==> config.mk <==
export PLATFORM = sky130hd
export DESIGN_NAME = two_button_record_send_mode_control_core
export DESIGN_NICKNAME = d
export VERILOG_FILES = /design/src/tbr_pkg.sv /design/src/tbr_debounce.sv /design/src/tbr_ctrl.sv /design/src/two_button_record_send_mode_control_core.sv
export SDC_FILE = /design/constraint.sdc
export NUM_CORES = 1
export LEC_CHECK = 0
export BUFFER_PORTS_ARGS = -buffer_cell sky130_fd_sc_hd__buf_2
export CAP_MARGIN = 25
export CORE_UTILIZATION = 45
export DETAILED_ROUTE_END_ITERATION = 16
export PLACE_DENSITY = 0.7
export SKIP_CTS_REPAIR_TIMING = 1
export SLEW_MARGIN = 20
export SYNTH_ARGS = -nofsm -noshare
export SYNTH_HDL_FRONTEND = slang
export SYNTH_SLANG_ARGS = --single-unit
==> constraint.sdc <==
create_clock -name clk -period 16 [get_ports clk]
set_clock_uncertainty 0.1 [all_clocks]
set_input_delay 2.4 -clock clk [delete_from_list [all_inputs] [get_ports clk]]
set_output_delay 2.4 -clock clk [all_outputs]
set_load 0.01 [all_outputs]
==> src/tbr_pkg.sv <==
// ----------------------------------------------------------------------------
// tbr_pkg
// Shared types and constants for the two-button record/send mode controller.
// ----------------------------------------------------------------------------
package tbr_pkg;

    // Register reset values
    localparam logic [7:0]  DEBOUNCE_TICKS_RST      = 8'd5;
    localparam logic [15:0] ERASE_HOLD_TICKS_RST    = 16'd500;
    localparam logic [15:0] LONG_PRESS_TICKS_RST    = 16'd300;
    localparam logic [7:0]  CONFIRM_DELAY_TICKS_RST = 8'd50;
    localparam logic [7:0]  BLINK_PERIOD_TICKS_RST  = 8'd50;
    localparam logic [23:0] FLASH_LAST_ADDRESS_RST  = 24'h06DFFF;
    localparam logic [7:0]  CHUNK_BYTES_RST         = 8'd100;

    // Register indexes on the configuration port
    localparam int CFG_INDEX_W = 3;
    localparam logic [CFG_INDEX_W-1:0] REG_DEBOUNCE_TICKS      = 3'd0;
    localparam logic [CFG_INDEX_W-1:0] REG_ERASE_HOLD_TICKS    = 3'd1;
    localparam logic [CFG_INDEX_W-1:0] REG_LONG_PRESS_TICKS    = 3'd2;
    localparam logic [CFG_INDEX_W-1:0] REG_CONFIRM_DELAY_TICKS = 3'd3;
    localparam logic [CFG_INDEX_W-1:0] REG_BLINK_PERIOD_TICKS  = 3'd4;
    localparam logic [CFG_INDEX_W-1:0] REG_FLASH_LAST_ADDRESS  = 3'd5;
    localparam logic [CFG_INDEX_W-1:0] REG_CHUNK_BYTES         = 3'd6;
    localparam int CFG_DATA_W = 24;

    // Default module parameters
    localparam int SAMPLE_LIMIT_DEF = 1024;
    localparam int SONG_SLOTS_DEF   = 8;

    // Stream widths
    localparam int IN_TDATA_W  = 16;
    localparam int OUT_TDATA_W = 64;

    // Counter limits
    localparam logic [7:0]  CNT8_MAX  = 8'hFF;
    localparam logic [15:0] CNT16_MAX = 16'hFFFF;

    // Configuration register set
    typedef struct packed {
        logic [7:0]  debounce_ticks;
        logic [15:0] erase_hold_ticks;
        logic [15:0] long_press_ticks;
        logic [7:0]  confirm_delay_ticks;
        logic [7:0]  blink_period_ticks;
        logic [23:0] flash_last_address;
        logic [7:0]  chunk_bytes;
    } cfg_t;

    // Per-button debounce and hold state
    typedef struct packed {
        logic        stable;
        logic [7:0]  count;
        logic [15:0] hold;
    } btn_state_t;

    // One input tick
    typedef struct packed {
        logic [7:0] key_sample;
        logic       button_two_pressed;
        logic       button_one_pressed;
    } tick_t;

    // One result item
    typedef struct packed {
        logic [7:0]  song_slot;
        logic [7:0]  sample_value;
        logic [7:0]  chunk_length;
        logic [23:0] action_address;
        logic [2:0]  action;
        logic [2:0]  mode;
        logic        led_blue;
        logic        led_green;
        logic        led_red;
    } result_t;

endpackage

==> src/tbr_debounce.sv <==
// ----------------------------------------------------------------------------
// tbr_debounce
// Debounce and hold counting for one button, one tick at a time.
// ----------------------------------------------------------------------------
module tbr_debounce
    import tbr_pkg::*;
(
    input  logic       raw,
    input  logic [7:0] debounce_ticks,
    input  btn_state_t cur,
    output btn_state_t nxt
);

    logic [7:0] count_inc;

    // Saturating persistence counter
    assign count_inc = (cur.count != CNT8_MAX) ? cur.count + 8'd1 : cur.count;

    always_comb
    begin
        nxt = cur;
        if (raw == cur.stable)
        begin
            nxt.count = '0;
        end
        else if (count_inc >= debounce_ticks)
        begin
            nxt.stable = raw;
            nxt.count  = '0;
            if (!raw)
            begin
                nxt.hold = '0;
            end
        end
        else
        begin
            nxt.count = count_inc;
        end
        // Hold length while the settled level is pressed
        if (nxt.stable && nxt.hold != CNT16_MAX)
        begin
            nxt.hold = nxt.hold + 16'd1;
        end
    end

endmodule

==> src/tbr_ctrl.sv <==
// ----------------------------------------------------------------------------
// tbr_ctrl
// Mode controller: state registers, per-tick update logic and result register.
// ----------------------------------------------------------------------------
module tbr_ctrl
    import tbr_pkg::*;
#(
    parameter int SAMPLE_LIMIT = SAMPLE_LIMIT_DEF,
    parameter int SONG_SLOTS   = SONG_SLOTS_DEF
)
(
    input  logic    clk,
    input  logic    rst_n,
    input  cfg_t    cfg,
    input  logic    advance,
    input  tick_t   tick,
    input  logic    result_taken,
    output logic    result_valid,
    output result_t result
);

    localparam int SIDX_W = $clog2(SAMPLE_LIMIT + 1);
    localparam logic [SIDX_W-1:0] SIDX_LIMIT = SIDX_W'(SAMPLE_LIMIT);
    localparam logic [7:0] SLOT_LAST = 8'(SONG_SLOTS - 1);

    typedef enum logic [2:0] {
        M_IDLE          = 3'd0,
        M_WAIT_RELEASE  = 3'd1,
        M_RECORD        = 3'd2,
        M_CONFIRM_SEND  = 3'd3,
        M_SENDING       = 3'd4,
        M_CONFIRM_ERASE = 3'd5
    } mode_t;

    localparam logic [2:0] A_NONE   = 3'd0;
    localparam logic [2:0] A_STORE  = 3'd1;
    localparam logic [2:0] A_COMMIT = 3'd2;
    localparam logic [2:0] A_SEND   = 3'd3;
    localparam logic [2:0] A_ERASE  = 3'd4;

    mode_t             mode_reg, mode_next;
    btn_state_t        btn1_reg, btn1_next, btn1_deb;
    btn_state_t        btn2_reg, btn2_next, btn2_deb;
    logic [7:0]        send_wait_reg, send_wait_next;
    logic [7:0]        erase_wait_reg, erase_wait_next;
    logic [7:0]        blink_reg, blink_next;
    logic [2:0]        led_reg, led_next;
    logic [23:0]       send_addr_reg, send_addr_next;
    logic [SIDX_W-1:0] sample_idx_reg, sample_idx_next;
    logic [7:0]        slot_reg, slot_next;
    logic              result_valid_reg;
    result_t           result_reg, result_next;

    logic [7:0]  blink_inc;
    logic [7:0]  wait_inc;
    logic [23:0] addr_gap;
    logic [7:0]  chunk_most;
    logic        chunk_full;
    logic [7:0]  chunk_len;

    tbr_debounce u_deb_one (
        .raw            (tick.button_one_pressed),
        .debounce_ticks (cfg.debounce_ticks),
        .cur            (btn1_reg),
        .nxt            (btn1_deb)
    );

    tbr_debounce u_deb_two (
        .raw            (tick.button_two_pressed),
        .debounce_ticks (cfg.debounce_ticks),
        .cur            (btn2_reg),
        .nxt            (btn2_deb)
    );

    // Chunk sizing for the sending mode
    assign addr_gap   = cfg.flash_last_address - send_addr_reg;
    assign chunk_most = (cfg.chunk_bytes == 8'd0) ? 8'd1 : cfg.chunk_bytes;
    assign chunk_full = (addr_gap >= {16'd0, chunk_most});
    assign chunk_len  = chunk_full ? chunk_most : addr_gap[7:0] + 8'd1;

    assign blink_inc = (blink_reg != CNT8_MAX) ? blink_reg + 8'd1 : blink_reg;
    assign wait_inc  = (mode_reg == M_CONFIRM_SEND)
                     ? ((send_wait_reg != CNT8_MAX) ? send_wait_reg + 8'd1 : send_wait_reg)
                     : ((erase_wait_reg != CNT8_MAX) ? erase_wait_reg + 8'd1 : erase_wait_reg);

    // Per-tick update
    always_comb
    begin
        mode_next       = mode_reg;
        btn1_next       = btn1_deb;
        btn2_next       = btn2_deb;
        send_wait_next  = send_wait_reg;
        erase_wait_next = erase_wait_reg;
        blink_next      = blink_inc;
        led_next        = led_reg;
        send_addr_next  = send_addr_reg;
        sample_idx_next = sample_idx_reg;
        slot_next       = slot_reg;
        result_next     = '0;
        result_next.action = A_NONE;

        // LED blinking in send and erase modes (bit 0 red, 2 blue)
        if ((mode_reg == M_SENDING || mode_reg == M_CONFIRM_ERASE) &&
            blink_inc >= cfg.blink_period_ticks)
        begin
            if (mode_reg == M_SENDING)
            begin
                led_next[2] = ~led_reg[2];
            end
            else
            begin
                led_next = ~led_reg;
            end
            blink_next = '0;
        end

        case (mode_reg)
            M_WAIT_RELEASE:
            begin
                if (btn2_deb.hold >= cfg.long_press_ticks)
                begin
                    mode_next      = M_CONFIRM_SEND;
                    btn2_next.hold = '0;
                    send_wait_next = '0;
                end
                else if (btn2_deb.hold == 16'd0)
                begin
                    mode_next       = M_RECORD;
                    sample_idx_next = '0;
                end
            end
            M_RECORD:
            begin
                led_next = 3'b010;
                if (btn1_deb.hold == 16'd1 || sample_idx_reg >= SIDX_LIMIT)
                begin
                    result_next.action    = A_COMMIT;
                    result_next.song_slot = slot_reg;
                    slot_next = (slot_reg >= SLOT_LAST) ? 8'd0 : slot_reg + 8'd1;
                    mode_next = M_IDLE;
                end
                else
                begin
                    result_next.action         = A_STORE;
                    result_next.action_address = 24'(sample_idx_reg);
                    result_next.sample_value   = tick.key_sample;
                    sample_idx_next            = sample_idx_reg + 1'b1;
                end
            end
            M_CONFIRM_SEND:
            begin
                led_next       = 3'b100;
                send_wait_next = wait_inc;
                if (wait_inc >= cfg.confirm_delay_ticks && btn2_deb.hold == 16'd1)
                begin
                    mode_next      = M_SENDING;
                    send_addr_next = '0;
                    blink_next     = '0;
                end
                else if (wait_inc >= cfg.confirm_delay_ticks && btn1_deb.hold == 16'd1)
                begin
                    mode_next = M_IDLE;
                end
            end
            M_SENDING:
            begin
                if (send_addr_reg > cfg.flash_last_address)
                begin
                    mode_next = M_IDLE;
                end
                else
                begin
                    result_next.action         = A_SEND;
                    result_next.action_address = send_addr_reg;
                    result_next.chunk_length   = chunk_len;
                    send_addr_next = send_addr_reg + {16'd0, chunk_len};
                    if (!chunk_full)
                    begin
                        mode_next = M_IDLE;
                    end
                end
            end
            M_CONFIRM_ERASE:
            begin
                erase_wait_next = wait_inc;
                if (wait_inc >= cfg.confirm_delay_ticks && btn2_deb.stable &&
                    btn2_deb.hold == 16'd1)
                begin
                    result_next.action = A_ERASE;
                    mode_next          = M_IDLE;
                end
                else if (wait_inc >= cfg.confirm_delay_ticks && btn1_deb.stable &&
                         btn1_deb.hold == 16'd1)
                begin
                    mode_next = M_IDLE;
                end
            end
            default:
            begin
                mode_next = M_IDLE;
                led_next  = 3'b001;
                if (btn2_deb.hold == 16'd1)
                begin
                    mode_next        = M_WAIT_RELEASE;
                    btn2_next.count  = '0;
                    btn2_next.stable = 1'b1;
                end
                else if (btn1_deb.hold >= cfg.erase_hold_ticks)
                begin
                    mode_next       = M_CONFIRM_ERASE;
                    led_next        = 3'b000;
                    btn1_next.hold  = '0;
                    erase_wait_next = '0;
                end
            end
        endcase

        result_next.led_red   = led_next[0];
        result_next.led_green = led_next[1];
        result_next.led_blue  = led_next[2];
        result_next.mode      = mode_next;
    end

    // State and result valid
    always_ff @(posedge clk or negedge rst_n)
    begin
        if (!rst_n)
        begin
            mode_reg         <= M_IDLE;
            btn1_reg         <= '0;
            btn2_reg         <= '0;
            send_wait_reg    <= '0;
            erase_wait_reg   <= '0;
            blink_reg        <= '0;
            led_reg          <= '0;
            send_addr_reg    <= '0;
            sample_idx_reg   <= '0;
            slot_reg         <= '0;
            result_valid_reg <= 1'b0;
        end
        else
        begin
            if (advance)
            begin
                mode_reg         <= mode_next;
                btn1_reg         <= btn1_next;
                btn2_reg         <= btn2_next;
                send_wait_reg    <= send_wait_next;
                erase_wait_reg   <= erase_wait_next;
                blink_reg        <= blink_next;
                led_reg          <= led_next;
                send_addr_reg    <= send_addr_next;
                sample_idx_reg   <= sample_idx_next;
                slot_reg         <= slot_next;
                result_valid_reg <= 1'b1;
            end
            else if (result_taken)
            begin
                result_valid_reg <= 1'b0;
            end
        end
    end

    // Result payload
    always_ff @(posedge clk)
    begin
        if (advance)
        begin
            result_reg <= result_next;
        end
    end

    assign result_valid = result_valid_reg;
    assign result       = result_reg;

endmodule

==> src/two_button_record_send_mode_control_core.sv <==
// ----------------------------------------------------------------------------
// two_button_record_send_mode_control_core
// Top level: tick input register, configuration registers, mode controller.
// ----------------------------------------------------------------------------
// One input transaction is one timer tick (two raw button levels and a key
// sample); every tick produces exactly one result transaction carrying the LED
// levels, the mode after the tick and one action. Throughput is one tick per
// clock unless the output stalls; a tick passes the input register, then the
// result register written by the combinational controller update. A new tick
// is taken while a finished result waits on the output. Configuration writes
// are taken at any time but should only be issued while no tick is in flight.
// ----------------------------------------------------------------------------
module two_button_record_send_mode_control_core
    import tbr_pkg::*;
#(
    parameter int SAMPLE_LIMIT = SAMPLE_LIMIT_DEF,
    parameter int SONG_SLOTS   = SONG_SLOTS_DEF
)
(
    input  logic                   clk,
    input  logic                   rst_n,
    // Configuration write port
    input  logic                   cfg_wr_en,
    input  logic [CFG_INDEX_W-1:0] cfg_index,
    input  logic [CFG_DATA_W-1:0]  cfg_data,
    // Tick input stream
    input  logic                   s_axis_tvalid,
    output logic                   s_axis_tready,
    // [0] button_one_pressed, [1] button_two_pressed, [9:2] key_sample, [15:10] zero
    input  logic [IN_TDATA_W-1:0]  s_axis_tdata,
    // Result output stream
    output logic                   m_axis_tvalid,
    input  logic                   m_axis_tready,
    // [0] led_red, [1] led_green, [2] led_blue, [5:3] mode, [8:6] action,
    // [32:9] action_address, [40:33] chunk_length, [48:41] sample_value,
    // [56:49] song_slot, [63:57] zero
    output logic [OUT_TDATA_W-1:0] m_axis_tdata
);

    cfg_t    cfg_reg;
    logic    in_valid_reg;
    tick_t   tick_reg;
    logic    advance;
    logic    result_valid;
    result_t result;

    // Controller advances when a tick is held and the result slot frees up
    assign advance       = in_valid_reg && (!result_valid || m_axis_tready);
    assign s_axis_tready = !in_valid_reg || advance;

    // Configuration registers
    always_ff @(posedge clk or negedge rst_n)
    begin
        if (!rst_n)
        begin
            cfg_reg.debounce_ticks      <= DEBOUNCE_TICKS_RST;
            cfg_reg.erase_hold_ticks    <= ERASE_HOLD_TICKS_RST;
            cfg_reg.long_press_ticks    <= LONG_PRESS_TICKS_RST;
            cfg_reg.confirm_delay_ticks <= CONFIRM_DELAY_TICKS_RST;
            cfg_reg.blink_period_ticks  <= BLINK_PERIOD_TICKS_RST;
            cfg_reg.flash_last_address  <= FLASH_LAST_ADDRESS_RST;
            cfg_reg.chunk_bytes         <= CHUNK_BYTES_RST;
        end
        else if (cfg_wr_en)
        begin
            case (cfg_index)
                REG_DEBOUNCE_TICKS:      cfg_reg.debounce_ticks      <= cfg_data[7:0];
                REG_ERASE_HOLD_TICKS:    cfg_reg.erase_hold_ticks    <= cfg_data[15:0];
                REG_LONG_PRESS_TICKS:    cfg_reg.long_press_ticks    <= cfg_data[15:0];
                REG_CONFIRM_DELAY_TICKS: cfg_reg.confirm_delay_ticks <= cfg_data[7:0];
                REG_BLINK_PERIOD_TICKS:  cfg_reg.blink_period_ticks  <= cfg_data[7:0];
                REG_FLASH_LAST_ADDRESS:  cfg_reg.flash_last_address  <= cfg_data;
                REG_CHUNK_BYTES:         cfg_reg.chunk_bytes         <= cfg_data[7:0];
                default:                 ;
            endcase
        end
    end

    // Input register valid
    always_ff @(posedge clk or negedge rst_n)
    begin
        if (!rst_n)
        begin
            in_valid_reg <= 1'b0;
        end
        else if (s_axis_tready)
        begin
            in_valid_reg <= s_axis_tvalid;
        end
    end

    // Input register payload
    always_ff @(posedge clk)
    begin
        if (s_axis_tready && s_axis_tvalid)
        begin
            tick_reg <= s_axis_tdata[9:0];
        end
    end

    tbr_ctrl #(
        .SAMPLE_LIMIT (SAMPLE_LIMIT),
        .SONG_SLOTS   (SONG_SLOTS)
    ) u_ctrl (
        .clk          (clk),
        .rst_n        (rst_n),
        .cfg          (cfg_reg),
        .advance      (advance),
        .tick         (tick_reg),
        .result_taken (m_axis_tready),
        .result_valid (result_valid),
        .result       (result)
    );

    assign m_axis_tvalid = result_valid;
    assign m_axis_tdata  = {7'd0, result};

endmodule

==> flow_summary_export.csv <==
group,metric,value,unit
power,ir_worst_vdd,83.2,uV
setup_path,cp_max_fo,18,
setup_path,cp-end-kind,"flop",
setup_path,crit_slowest_cell,"xnor2_1",
setup_path,critPathRequiredTime,16.34,ns
setup_path,crit_top_cell,"ha_1",
sta,max_freq,108,MHz
synthesis,ys_ff_latch,280,
synthesis,ys.flop_type,"dfrtp_1",
global_route,grt_first_pass_wirelength,69.3,mm
sta,slew_headroom,39.8,%
global_route,grtUsageTotal,22.1,%
setup_path,path_buf_inv,1,
routing,via_per_inst,5.69,
setup_path,cp.depth,31,
clocking,cts-root-buf,"clkbuf_16",
clocking,clock_latency,0.59,ns
synthesis,synth_area_leaders,"dfrtp_1 (25%), edfxtp_1 (12%), ha_1 (8.4%), dfstp_2 (5.8%), nand2_1 (4.6%)",
floorplanning,die_w,197,um
power,powerDensity,124,nW/um2
setup_path,worstPathArrival,9.62,ns
routing,route.detailed.drc,0,
sta,final.setup.tns,0,ns
hold_path,worstHoldPathCells,1,
placement,dpl.hpwl,30.3,mm
sta,period_needed,9.28,ns
finish,fin_nets,2062,
setup_path,critPathMaxStageDelay,0.76,ns
synthesis,synth_warnings,0,
clocking,cts.sinks,280,
sta,rsz0062_at_grt,"false",
sta,whs,0.383,ns
clocking,htree_num_levels,1,
clocking,cts_tree,"done",
floorplanning,core,37600,um2
routing,drt_pre_antenna_iters,5,
floorplanning,initial_utilization,45.7,%
sta,min_period_over_period,58.0,%
finish,largest_reg_flops,88,
synthesis,synth-edff-count,67,
synthesis,ys_async_sr_fraction,76.1,%
clocking,cts_buffers,31,
global_route,grt_max_degree,106,
floorplanning,die-area,39000,um2
floorplanning,row_count,71,
routing,drt_iter0_markers,906,
routing,drt-wirelength-per-cell,17.4,um
sta,finalSetupViolations,0,
setup_path,path_class,"flop to flop",
setup_path,cp-start-kind,"flop",
power,leakagePower,0.00810,uW
sta,final-hold-violation-count,0,
placement,io_buffers,100,
sta,slew_violations,0,
synthesis,netlist.top_cell.by_area,"dfrtp_1",
clocking,clockBufferDepth,3,
run_status,status,"complete, no violations",
finish,drive_gt1_share,14.5,%
sta,worst_pin_slew,0.896,ns
clocking,clkSlewWorstSetupHoldPaths,0.06,ns
setup_path,rr_worst_depth,31,
floorplanning,dieHeight,197,um
synthesis,yosysSeqAreaShare,43.0,%
routing,vias,13900,
finish,syn_to_final_growth,11.2,%
synthesis,synth.distinct_cells,78,
synthesis,avgSynthCellArea,9.42,um2
synthesis,synth_area,17200,um2
global_route,grt_pass1_vias,13400,
run,cap_violations,0,
finish,num-fill-cells,3458,
routing,antenna_left,0,
hold_path,min_path_type,"flop to flop",
setup_path,cp_top_family,"compound AO/OA/AOI/OAI gates",
placement,place_congestion,0.892,
synthesis,netlist_instances,1823,
synthesis,yosys.area.top_type_share,25.5,%
floorplanning,ios,114,
global_route,grt_antenna_before_repair,1,
global_route,gr-total-overflow,0,
routing,wirelength,42.2,mm
==> per-layer routing <==
| metal | global-route usage (%) | wire [um] | up-vias |
|---|---|---|---|
| met2 | 36.4 | 19600 | 336 |
| met4 | 5.94 | 890 | 0 |
| met3 | 2.80 | 2080 | 61 |
| li1 | - | - | 6740 |
| met1 | 30.5 | 19700 | 6720 |
| met5 | 0 | 0 | - |
==> power by group <==
group	internal, uW	total (uW)	switching, uW
clock	374	667	293
sequential	846	922	75.7
combinational	319	789	470
==> final cells by class <==
class                      count  area (um2)  area share (%)
multi-input combinational   1349        9060            47.4
tap                          511         639            3.35
inverter                     118         444            2.32
timing repair buffer         117         637            3.33
antenna                        1        2.50          0.0131
sequential                   280        7390            38.7
clock inverter                 9        63.8           0.334
clock buffer                  49         873            4.57
==> worst paths after layout <==
kind	startpoint	endpoint	slack [ns]
min reg2reg	u_ctrl.send_addr_reg[12]	u_ctrl.send_addr_reg[12]	0.38
max	u_ctrl.btn2_reg[16]	u_ctrl.sample_idx_reg[9]	6.72
max reg2reg	u_ctrl.btn2_reg[16]	u_ctrl.sample_idx_reg[9]	6.72
min in group asynchronous	rst_n	u_ctrl.btn1_reg[18]	1.83
min	u_ctrl.send_addr_reg[12]	u_ctrl.send_addr_reg[12]	0.38
max in group asynchronous	rst_n	cfg_reg[30]	12.64
==> metrics by stage <==
stage                     area (um2)  instances  utilization, %  total power, uW  setup slack [ns]
after floorplan                17200       1829               -             1500              8.77
after global placement         18200       2375            48.3             1680              7.10
after detailed placement       18200       2375            48.3             1710              6.97
after CTS                      19100       2433            50.8             2390              6.93
after global routing           19100       2433            50.8             2540              6.14
final                          19100       2434            50.8             2380              6.72
==> synth_stat cells (all sizes together) (15+ instances only) <==
cell type  instances
nand3             63
clkbuf            64
nand2b            26
dfrtp            175
o31ai             24
and2              43
edfxtp            67
mux2              59
ha               115
a21oi             84
o41ai             19
nand4             26
dfstp             38
xnor2             55
and3              24
nor4              18
xor2              24
nor2             122
a31oi             15
o21ai            146
inv              118
nor2b             16
a22o              29
nand2            212
a21o              23
nor3              27
buf               18
==> layout by cell type, fill, tap and decap left out, types with 31 or more instances in the layout <==
| master | instances |
|---|---|
| edfxtp_1 | 67 |
| a21oi_1 | 83 |
| inv_1 | 117 |
| ha_1 | 115 |
| clkbuf_16 | 31 |
| buf_2 | 99 |
| and2_1 | 43 |
| nand3_1 | 63 |
| mux2_2 | 59 |
| nand2_1 | 211 |
| o21ai_0 | 138 |
| xnor2_1 | 55 |
| dfstp_2 | 38 |
| nor2_1 | 121 |
| dfrtp_1 | 175 |
==> worst reg2reg max path, delay by kind of cell (launching register included) <==
family	cells	cell delay (ns)
xor gates and xnor gates	2	1.01
and+or+nand+nor	12	2.79
AOI/OAI and AO/OA	12	3.45
DFF	1	0.41
buffers and inverters	1	0.23
adders and majority gates	4	1.15
==> cells by family (layout without fill, tap and decap cells) <==
logic type	count (synthesis)	after routing	share of synthesized area [%]
other	1	8	0.0218
and+or+nand+nor	621	621	17.7
muxes	68	68	4.39
AOI/OAI and AO/OA	457	457	17.6
xor gates and xnor gates	79	79	4.03
adders and majority gates	117	117	8.61
DFF	280	280	43.0
buffers and inverters	200	293	4.60
(Power assumes the default switching activity.)
